**config.mk**
```make
export PLATFORM = sky130hd
export DESIGN_NAME = encoder_angle_velocity_tracker_top
export DESIGN_NICKNAME = d
export VERILOG_FILES = /design/src/design/evat_pkg.sv /design/src/design/evat_div.sv /design/src/design/encoder_angle_velocity_tracker_top.sv
export VERILOG_INCLUDE_DIRS = /design/src /design/src/design
export SDC_FILE = /design/constraint.sdc
export NUM_CORES = 2
export LEC_CHECK = 0
export BUFFER_PORTS_ARGS = -buffer_cell sky130_fd_sc_hd__buf_4
export CORE_MARGIN = 3
export CORE_UTILIZATION = 60
export DETAILED_ROUTE_END_ITERATION = 6
export PLACE_DENSITY_LB_ADDON = 0.12
export SLEW_MARGIN = 20
export SYNTH_ARGS = -nofsm -noshare
export SYNTH_HDL_FRONTEND = slang
export SYNTH_SLANG_ARGS = --single-unit
```
**constraint.sdc**
```tcl
create_clock -name clk -period 11.05 [get_ports clk]
set_input_delay 2.21 -clock clk [delete_from_list [all_inputs] [get_ports clk]]
set_output_delay 2.21 -clock clk [all_outputs]
set_load 0.02 [all_outputs]
```
**src/design/encoder_angle_velocity_tracker_top_defines.svh**
```systemverilog
// ----------------------------------------------------------------------------
// Assertion macros for the encoder angle/velocity tracker
// Shared helpers for concurrent checks clocked on clk, held off in reset.
// ----------------------------------------------------------------------------
`ifndef ENCODER_ANGLE_VELOCITY_TRACKER_TOP_DEFINES_SVH
`define ENCODER_ANGLE_VELOCITY_TRACKER_TOP_DEFINES_SVH

// property must hold at every clock edge out of reset
`define EVAT_ASSERT(label, prop, msg) \
  label: assert property (@(posedge clk) disable iff (!rst_n) prop) else $error(msg);

// condition must never be seen at a clock edge out of reset
`define EVAT_ASSERT_NEVER(label, cond, msg) \
  `EVAT_ASSERT(label, !(cond), msg)

`endif

```
**src/design/evat_pkg.sv**
```systemverilog
`timescale 1ns / 1ps
// ----------------------------------------------------------------------------
// evat_pkg
// Widths, constants and shared types of the encoder angle/velocity tracker.
// ----------------------------------------------------------------------------
package evat_pkg;

  // field widths
  localparam int WORD_BITS     = 16;
  localparam int ANGLE_BITS    = 12;
  localparam int TS_BITS       = 32;
  localparam int FT_BITS       = 16;
  localparam int TURN_BITS     = 24;
  localparam int POS_BITS      = ANGLE_BITS + TURN_BITS;
  localparam int VEL_BITS      = 30;
  localparam int VEL_FRAC_BITS = 8;

  // stream packing
  localparam int IN_TDATA_BITS  = 48;
  localparam int OUT_TDATA_BITS = 104;
  localparam int OUT_PAD_BITS   = OUT_TDATA_BITS - VEL_BITS - POS_BITS - TURN_BITS - ANGLE_BITS;

  // angle arithmetic
  localparam int HALF_TURN  = 1 << (ANGLE_BITS - 1);
  localparam int FULL_TURN  = 1 << ANGLE_BITS;
  localparam int DELTA_BITS = ANGLE_BITS + 2;

  // velocity scaling: delta * 1000 ms/s, then fraction bits
  localparam int MS_PER_S    = 1000;
  localparam int MSP_BITS    = ANGLE_BITS + 10;
  localparam int NUM_BITS    = MSP_BITS + VEL_FRAC_BITS;

  // shared divider: dividend/divisor with quotient known below 2^QUOT_BITS
  localparam int QUOT_BITS     = VEL_BITS + 1;
  localparam int DIVISOR_BITS  = TS_BITS + 1;
  localparam int DIVIDEND_BITS = 2 * QUOT_BITS;
  localparam int DIV_CNT_BITS  = $clog2(QUOT_BITS);

  // divider status toward the sequencer
  typedef struct packed {
    logic busy;
    logic done;
  } div_stat_t;

endpackage

```
**src/design/evat_div.sv**
```systemverilog
`timescale 1ns / 1ps
// ----------------------------------------------------------------------------
// evat_div
// Shared radix-2 restoring divider, one quotient bit per cycle. The caller
// guarantees the quotient fits QUOT_BITS, so the upper dividend half is
// preloaded as the partial remainder.
// ----------------------------------------------------------------------------
module evat_div (
  input  logic                                  clk,
  input  logic                                  rst_n,
  input  logic                                  start,
  input  logic [evat_pkg::DIVIDEND_BITS-1:0]    dividend,
  input  logic [evat_pkg::DIVISOR_BITS-1:0]     divisor,
  output evat_pkg::div_stat_t                   stat,
  output logic [evat_pkg::QUOT_BITS-1:0]        quotient
);

  localparam int QB = evat_pkg::QUOT_BITS;
  localparam int DB = evat_pkg::DIVISOR_BITS;
  localparam logic [evat_pkg::DIV_CNT_BITS-1:0] LAST_CNT = evat_pkg::DIV_CNT_BITS'(QB - 1);

  logic [DB-1:0]                       rem_r, rem_nxt;
  logic [QB-1:0]                       dv_r, dv_nxt;
  logic [DB-1:0]                       den_r, den_nxt;
  logic [evat_pkg::DIV_CNT_BITS-1:0]   cnt_r, cnt_nxt;
  logic                                busy_r, busy_nxt;
  logic                                done_r, done_nxt;
  logic [DB+1:0]                       trial;
  logic                                ge;

  // trial subtract of the shifted remainder
  assign trial = {1'b0, rem_r, dv_r[QB-1]} - {2'b00, den_r};
  assign ge    = ~trial[DB+1];

  always_comb begin
    rem_nxt  = rem_r;
    dv_nxt   = dv_r;
    den_nxt  = den_r;
    cnt_nxt  = cnt_r;
    busy_nxt = busy_r;
    done_nxt = 1'b0;
    if (start) begin
      rem_nxt  = DB'(dividend[evat_pkg::DIVIDEND_BITS-1:QB]);
      dv_nxt   = dividend[QB-1:0];
      den_nxt  = divisor;
      cnt_nxt  = '0;
      busy_nxt = 1'b1;
    end else if (busy_r) begin
      rem_nxt = ge ? trial[DB-1:0] : {rem_r[DB-2:0], dv_r[QB-1]};
      dv_nxt  = {dv_r[QB-2:0], ge};
      cnt_nxt = cnt_r + 1'b1;
      if (cnt_r == LAST_CNT) begin
        busy_nxt = 1'b0;
        done_nxt = 1'b1;
      end
    end
  end

  // control
  always_ff @(posedge clk) begin
    if (!rst_n) begin
      busy_r <= 1'b0;
      done_r <= 1'b0;
      cnt_r  <= '0;
    end else begin
      busy_r <= busy_nxt;
      done_r <= done_nxt;
      cnt_r  <= cnt_nxt;
    end
  end

  // datapath
  always_ff @(posedge clk) begin
    rem_r <= rem_nxt;
    dv_r  <= dv_nxt;
    den_r <= den_nxt;
  end

  assign stat.busy = busy_r;
  assign stat.done = done_r;
  assign quotient  = dv_r;

endmodule

```
**src/design/encoder_angle_velocity_tracker_top.sv**
```systemverilog
`timescale 1ns / 1ps
// Flow: a restart or zero-elapsed request goes from idle straight to the output
//   state; a velocity update takes one divider pass first, two with the low-pass.
// Requests: a new one is taken only in idle, once the previous result has been
//   registered for output; the shared divider passes (raw velocity, filter step) set the pace.
// Reset (rst_n, synchronous, active low): turns, angle, velocity, timestamp and
//   filter time clear to zero; no result pending.
// ----------------------------------------------------------------------------
// encoder_angle_velocity_tracker_top
// Multi-turn angle unwrap with velocity estimate and optional first-order
// low-pass, sequenced over one shared serial divider.
// ----------------------------------------------------------------------------
`include "encoder_angle_velocity_tracker_top_defines.svh"

module encoder_angle_velocity_tracker_top (
  input  logic                                   clk,
  input  logic                                   rst_n,
  // input stream
  input  logic                                   in_tvalid,
  output logic                                   in_tready,
  input  logic [evat_pkg::IN_TDATA_BITS-1:0]     in_tdata,   // angle_word[15:0], timestamp_ms[47:16]
  input  logic                                   in_tuser,   // cmd[0]
  // result stream
  output logic                                   out_tvalid,
  input  logic                                   out_tready,
  output logic [evat_pkg::OUT_TDATA_BITS-1:0]    out_tdata,  // raw_angle[11:0], turn_count[35:12],
                                                             // position_counts[71:36],
                                                             // velocity_q8[101:72], zero[103:102]
  output logic                                   out_tuser,  // velocity_updated[0]
  // filter time register
  input  logic                                   cfg_valid,
  output logic                                   cfg_ready,
  input  logic [evat_pkg::FT_BITS-1:0]           cfg_data
);

  localparam int AB  = evat_pkg::ANGLE_BITS;
  localparam int TB  = evat_pkg::TURN_BITS;
  localparam int VB  = evat_pkg::VEL_BITS;
  localparam int QB  = evat_pkg::QUOT_BITS;
  localparam int DLB = evat_pkg::DELTA_BITS;
  localparam int SB  = evat_pkg::TS_BITS;
  localparam int DVB = evat_pkg::DIVIDEND_BITS;
  localparam int DSB = evat_pkg::DIVISOR_BITS;
  localparam int MPB = evat_pkg::MSP_BITS;
  localparam logic signed [DLB-1:0] HALF_S = DLB'(evat_pkg::HALF_TURN);
  localparam logic signed [DLB-1:0] FULL_S = DLB'(evat_pkg::FULL_TURN);

  typedef enum logic [4:0] {
    ST_IDLE = 5'b00001,
    ST_DIV1 = 5'b00010,
    ST_MUL  = 5'b00100,
    ST_DIV2 = 5'b01000,
    ST_OUT  = 5'b10000
  } state_t;

  state_t                  state_r, state_nxt;
  logic [AB-1:0]           prev_r, prev_nxt;
  logic [TB-1:0]           turns_r, turns_nxt;
  logic [VB-1:0]           vel_r, vel_nxt;
  logic [SB-1:0]           last_r, last_nxt;
  logic [evat_pkg::FT_BITS-1:0] ftm_r;
  logic                    upd_r, upd_nxt;
  logic                    out_valid_r, out_valid_nxt;
  logic [evat_pkg::OUT_TDATA_BITS-1:0] out_data_r, out_data_nxt;
  logic                    out_user_r, out_user_nxt;
  // working registers
  logic [AB-1:0]           raw_r, raw_nxt;
  logic [SB-1:0]           dt_r, dt_nxt;
  logic                    neg_r, neg_nxt;
  logic [VB-1:0]           dmag_r, dmag_nxt;
  logic                    dneg_r, dneg_nxt;

  // request decode
  logic                    in_req;
  logic                    cmd_in;
  logic [AB-1:0]           raw_in;
  logic [SB-1:0]           now_in;
  logic [SB-1:0]           dt_in;
  logic signed [DLB-1:0]   d_raw, d_corr;
  logic [TB-1:0]           turns_step;
  logic [AB-1:0]           d_mag;
  logic [MPB-1:0]          ms_prod;
  logic [evat_pkg::NUM_BITS-1:0] num_mag;

  // divider hookup
  logic                    div_start;
  logic [DVB-1:0]          div_dividend;
  logic [DSB-1:0]          div_divisor;
  evat_pkg::div_stat_t     div_stat;
  logic [QB-1:0]           div_quot;
  logic [QB-1:0]           q_signed;
  logic [QB-1:0]           diff;
  logic [DVB-1:0]          prod;
  logic [DSB-1:0]          den;

  assign in_tready = (state_r == ST_IDLE);
  assign in_req    = in_tvalid & in_tready;
  assign cmd_in    = in_tuser;
  assign raw_in    = in_tdata[AB-1:0];
  assign now_in    = in_tdata[evat_pkg::WORD_BITS +: SB];
  assign dt_in     = now_in - last_r;

  // half-turn wrap detection; exactly half a turn is no wrap
  always_comb begin
    d_raw = $signed(DLB'(raw_in)) - $signed(DLB'(prev_r));
    if (d_raw > HALF_S) begin
      d_corr     = d_raw - FULL_S;
      turns_step = turns_r - 1'b1;
    end else if (d_raw < -HALF_S) begin
      d_corr     = d_raw + FULL_S;
      turns_step = turns_r + 1'b1;
    end else begin
      d_corr     = d_raw;
      turns_step = turns_r;
    end
  end

  // |delta| * 1000 * 2^frac, below 2^29 so the raw velocity never saturates
  assign d_mag   = d_corr[DLB-1] ? AB'(-d_corr) : AB'(d_corr);
  assign ms_prod = MPB'(d_mag) * MPB'(evat_pkg::MS_PER_S);
  assign num_mag = {ms_prod, {evat_pkg::VEL_FRAC_BITS{1'b0}}};

  // signed quotient and filter difference
  assign q_signed = (state_r == ST_DIV1 ? neg_r : dneg_r) ? (QB'(0) - div_quot) : div_quot;
  assign diff     = q_signed - {vel_r[VB-1], vel_r};
  assign prod     = DVB'(dmag_r) * DVB'(dt_r);
  assign den      = DSB'(ftm_r) + DSB'(dt_r);

  // divider operand select
  assign div_start    = (in_req && !cmd_in && (dt_in != '0)) || (state_r == ST_MUL);
  assign div_dividend = (state_r == ST_MUL) ? prod : DVB'(num_mag);
  assign div_divisor  = (state_r == ST_MUL) ? den : {1'b0, dt_in};

  evat_div u_div (
    .clk      (clk),
    .rst_n    (rst_n),
    .start    (div_start),
    .dividend (div_dividend),
    .divisor  (div_divisor),
    .stat     (div_stat),
    .quotient (div_quot)
  );

  // sequencer
  always_comb begin
    state_nxt     = state_r;
    prev_nxt      = prev_r;
    turns_nxt     = turns_r;
    vel_nxt       = vel_r;
    last_nxt      = last_r;
    upd_nxt       = upd_r;
    raw_nxt       = raw_r;
    dt_nxt        = dt_r;
    neg_nxt       = neg_r;
    dmag_nxt      = dmag_r;
    dneg_nxt      = dneg_r;
    out_valid_nxt = out_valid_r & ~out_tready;
    out_data_nxt  = out_data_r;
    out_user_nxt  = out_user_r;
    unique case (state_r)
      ST_IDLE: begin
        if (in_req) begin
          raw_nxt  = raw_in;
          prev_nxt = raw_in;
          upd_nxt  = 1'b0;
          if (cmd_in) begin
            // restart: sample becomes the first read
            turns_nxt = '0;
            vel_nxt   = '0;
            last_nxt  = now_in;
            state_nxt = ST_OUT;
          end else begin
            turns_nxt = turns_step;
            if (dt_in == '0) begin
              state_nxt = ST_OUT;
            end else begin
              last_nxt  = now_in;
              dt_nxt    = dt_in;
              neg_nxt   = d_corr[DLB-1];
              upd_nxt   = 1'b1;
              state_nxt = ST_DIV1;
            end
          end
        end
      end
      ST_DIV1: begin
        if (div_stat.done) begin
          if (ftm_r == '0) begin
            vel_nxt   = q_signed[VB-1:0];
            state_nxt = ST_OUT;
          end else begin
            dneg_nxt  = diff[QB-1];
            dmag_nxt  = diff[QB-1] ? VB'(QB'(0) - diff) : diff[VB-1:0];
            state_nxt = ST_MUL;
          end
        end
      end
      ST_MUL: begin
        state_nxt = ST_DIV2;
      end
      ST_DIV2: begin
        if (div_stat.done) begin
          vel_nxt   = vel_r + q_signed[VB-1:0];
          state_nxt = ST_OUT;
        end
      end
      ST_OUT: begin
        if (!out_valid_r || out_tready) begin
          out_valid_nxt = 1'b1;
          out_data_nxt  = {{evat_pkg::OUT_PAD_BITS{1'b0}}, vel_r, turns_r, raw_r, turns_r, raw_r};
          out_user_nxt  = upd_r;
          state_nxt     = ST_IDLE;
        end
      end
      default: state_nxt = ST_IDLE;
    endcase
  end

  // control and tracked state
  always_ff @(posedge clk) begin
    if (!rst_n) begin
      state_r     <= ST_IDLE;
      prev_r      <= '0;
      turns_r     <= '0;
      vel_r       <= '0;
      last_r      <= '0;
      ftm_r       <= '0;
      upd_r       <= 1'b0;
      out_valid_r <= 1'b0;
    end else begin
      state_r     <= state_nxt;
      prev_r      <= prev_nxt;
      turns_r     <= turns_nxt;
      vel_r       <= vel_nxt;
      last_r      <= last_nxt;
      upd_r       <= upd_nxt;
      out_valid_r <= out_valid_nxt;
      if (cfg_valid) begin
        ftm_r <= cfg_data;
      end
    end
  end

  // payload
  always_ff @(posedge clk) begin
    raw_r      <= raw_nxt;
    dt_r       <= dt_nxt;
    neg_r      <= neg_nxt;
    dmag_r     <= dmag_nxt;
    dneg_r     <= dneg_nxt;
    out_data_r <= out_data_nxt;
    out_user_r <= out_user_nxt;
  end

  assign cfg_ready  = 1'b1;
  assign out_tvalid = out_valid_r;
  assign out_tdata  = out_data_r;
  assign out_tuser  = out_user_r;

  // checks
  `EVAT_ASSERT_NEVER(a_ready_while_div, in_tready && div_stat.busy, "request taken while divider busy")
  `EVAT_ASSERT(a_done_in_div, div_stat.done |-> (state_r == ST_DIV1 || state_r == ST_DIV2), "divider done outside a divide state")
  `EVAT_ASSERT(a_done_after_busy, div_stat.done |-> $past(div_stat.busy), "divider done without a pass")
  `EVAT_ASSERT(a_restart_direct, (in_req && cmd_in) |=> (state_r == ST_OUT && !upd_r), "restart went through the divider")

endmodule

```
==> impl_results.md <==
- Outcome: complete, but fails checks
- Failing checks: design-rule violations
- Hold Path Class: reg -> reg
- Critical Path Fanout Max: 18
- Final Hold Violating Endpoints: 0
- Total iterations of the first detailed-routing run: 7
- CTS Sinks: between 300 and 400
- Ys Warns: 0
- Row count: roughly 110
- Reg2reg start: dt_r[5]
- Detailed Route WL: 160.2 mm
- Setup TNS: 0 ns
- Routed length per placed instance: ~21 µm
- Layout cell share with drive strength beyond 1: 6.075%
- Total CTS buffers: 41
- WS Path Type: reg -> reg
- Worst skew pair latency: 0.60 ns
- CTS Buffer Depth: 3
- Least-Margin Pin Slew: roughly 1.1 ns
- Mean post-synth cell area: 8.960 µm²
- Fillers: 8,036
- Flops & latches, synth: 368
- Area of the multi-input gates: approximately 42,000 µm²
- Unique masters post-synth: a little under 90
- Vias per cell: 5.878
- Post-route ant nets: 0
- Crit-path slowest cell: edfxtp_1
- Final setup fails: 0
- Total die area: 99,710 µm²
- Buffers on Ports: 170
- Clk Tree Root Cell: clkbuf_16
- Fmax: 105.1 MHz
- Gr busiest metal: met2
- Hold Crit Endpoint: out_tdata[43]
- Register area: 9749 µm²
- Total GRT Usage: 32.94%
- Global-route wire length before repair: 256.8 mm
- Critical Path Start Type: flip-flop
- CTS H-tree lvls: 2
- Post-synthesis sequential area ratio: 16.93%
- Post-synthesis async set-or-reset flop share: 0%
- I/O Pins: between 150 and 200
- Initial Utilization: 61.14%
- CTS resizes: 0
- Reg clk slew, reported paths: about 0.060 ns
- Max cap viols: 0
- Max Clock Skew: 0.03708 ns
- Most frequent CP cell: fa_1
- Placer's final routability congestion estimate: about 0.95
- Core area: 94,170 µm²
- Tmin final: 9.515 ns
- Critical Path AT: 9.81 ns
- Post-CTS Hold Buffers: 0
- Max-slew headroom: 27.12%
- Setup Fix Bufs, Post-CTS: 0
- Mapped cell area: 57,580 µm²
- Gate Count Post-Synth: 6,426
- Met3 Use GR: 5.860%
- # nets final: 7,790
- Crit. End Element: flip-flop
- Crit-path max cell delay: 1.07 ns
- Die X: approximately 320 µm
- GR Util met2: ~54%
- Number of synthesized flops with an enable pin: 238
- Antenna violations before repair: 10
- Most common cell after layout, fill and taps aside: inv_1
- Largest net degree at the start of global routing: 84
- Number of global-route vias before repair: about 46,000
- Hold Path Cell Cnt: 0
- Drc violations: 12
- Required time worst endpoint: 11.35 ns
- Hold slack: 0.4236 ns
- Unrepaired setup endpoints after global routing: false
- Hold Path Origin: raw_r[7]
- CTS tree: done
- Main synth FF type: edfxtp_1
- Final period util: 86.11%
- Height of the die: 315.8 µm
- Reg2reg end: u_div.rem_r[26]
- GRT met1 Usage: 44.13%
- 1st-iter DRT viols: about 3,500
- Dpl cells: 7,580
- Final Max Slew Viols: 0
- FF-to-FF setup slack: 1.54 ns
- Most frequent cells in the layout: inv_1 (1,057), fa_1 (878), nand2_1 (823)
- Via count: about 45,000
- HPWL after DPL: roughly 120 mm
- Fin cells: approximately 7,700
- Worst R2R Path Depth: 27
- GRT overflow: 0
- Area grow syn2layout: 6.224%
[flip-flops by register name, summed over array words and instances, names as in the netlist]
register,flops
u_div.busy_r,1
prev_r,12
neg_r,1
out_tuser,1
raw_r,12
upd_r,1
u_div.rem_r,33
u_div.cnt_r,5
u_div.quotient,31
ftm_r,16
state_r,5
u_div.done_r,1
out_tdata,66
dneg_r,1
turns_r,24
out_tvalid,1
vel_r,30
u_div.den_r,33
dmag_r,30
dt_r,32
last_r,32
[logic make-up after synthesis]
logic type,Yosys count,synth area share (%)
AOI/OAI and AO/OA,980,10.90
adders and majority gates,1350,40.79
and+or+nand+nor,1941,16.14
DFF,368,16.93
buffers and inverters,1429,9.658
muxes,65,1.141
other,2,0.01304
xor gates and xnor gates,291,4.427
[per-layer routing]
layer / part of all wire [%] / up-vias
met2: 47 / 1787
li1: - / 20450
met1: 41 / 22470
met3: 8.2 / 347
met5: 0 / -
met4: 4.1 / 0
[how the worst max path moves through the flow]
stage                 from  slack (ns)  cells past startpoint                  to
3_3_place_gp   in_tdata[0]        1.11                     30  u_div.quotient[29]
2_1_floorplan  in_tdata[0]        1.96                     31  u_div.quotient[29]
5_1_grt        in_tdata[0]        1.02                     30  u_div.quotient[29]
3_5_place_dp   in_tdata[0]        0.98                     30  u_div.quotient[29]
4_1_cts            dt_r[7]        1.58                     26     u_div.rem_r[26]
6_report           dt_r[5]        1.54                     27     u_div.rem_r[26]
[worst max-delay path, delay by kind of cell (launching register included)]
kind | cells | cell delay, ns
DFF | 1 | 1.07
AOI/OAI and AO/OA | 8 | 2.68
xor gates and xnor gates | 1 | 0.16
adders and majority gates | 9 | 4.05
and+or+nand+nor | 2 | 0.32
buffers and inverters | 7 | 0.96
[stage by stage]
step           cell area, µm²  util [%]  setup slack [ns]
5_1_grt                 61150     64.93             1.017
3_3_place_gp            59620     63.32             1.109
6_report                61160     64.94             1.535
4_1_cts                 61110     64.90             1.583
2_1_floorplan           57580         -             1.964
3_5_place_dp            59670     63.36            0.9833
[final cells by class]
cell class,count,share of cell area (%)
Clock inverter,18,0.3621
Timing Repair Buffer,269,3.359
Multi-Input combinational cell,4630,69.23
Tap cell,1254,2.565
Sequential cell,368,15.94
Antenna cell,7,0.02864
Inverter,1060,6.508
Clock buffer,58,2.003
[cell usage after synthesis, types with 29 or more instances]
library cell | instances | area (µm²)
inv_1 | 1058 | 3971
fa_1 | 878 | 17580
nand2_1 | 824 | 3093
ha_1 | 472 | 5906
and2_1 | 430 | 2690
clkbuf_1 | 299 | 1122
a21oi_1 | 294 | 1471
nor2_1 | 280 | 1051
edfxtp_1 | 238 | 7147
o21ai_0 | 195 | 975.9
xnor2_1 | 178 | 1559
dfxtp_1 | 130 | 2603
xor2_1 | 113 | 989.7
nand3_1 | 99 | 495.5
a21o_1 | 87 | 653.1
nor3_1 | 69 | 345.3
mux2i_1 | 60 | 600.6
o21bai_1 | 44 | 330.3
buf_4 | 42 | 315.3
a31oi_1 | 39 | 244.0
and3_1 | 35 | 219.0
a211oi_1 | 34 | 255.2
o21a_1 | 34 | 255.2
o31ai_1 | 34 | 255.2
nand4_1 | 30 | 187.7
o22ai_1 | 29 | 181.4
Power is left out: the tool's default activity adds up to more than one toggle a clock period on the data nets, which glitch-free logic cannot reach.
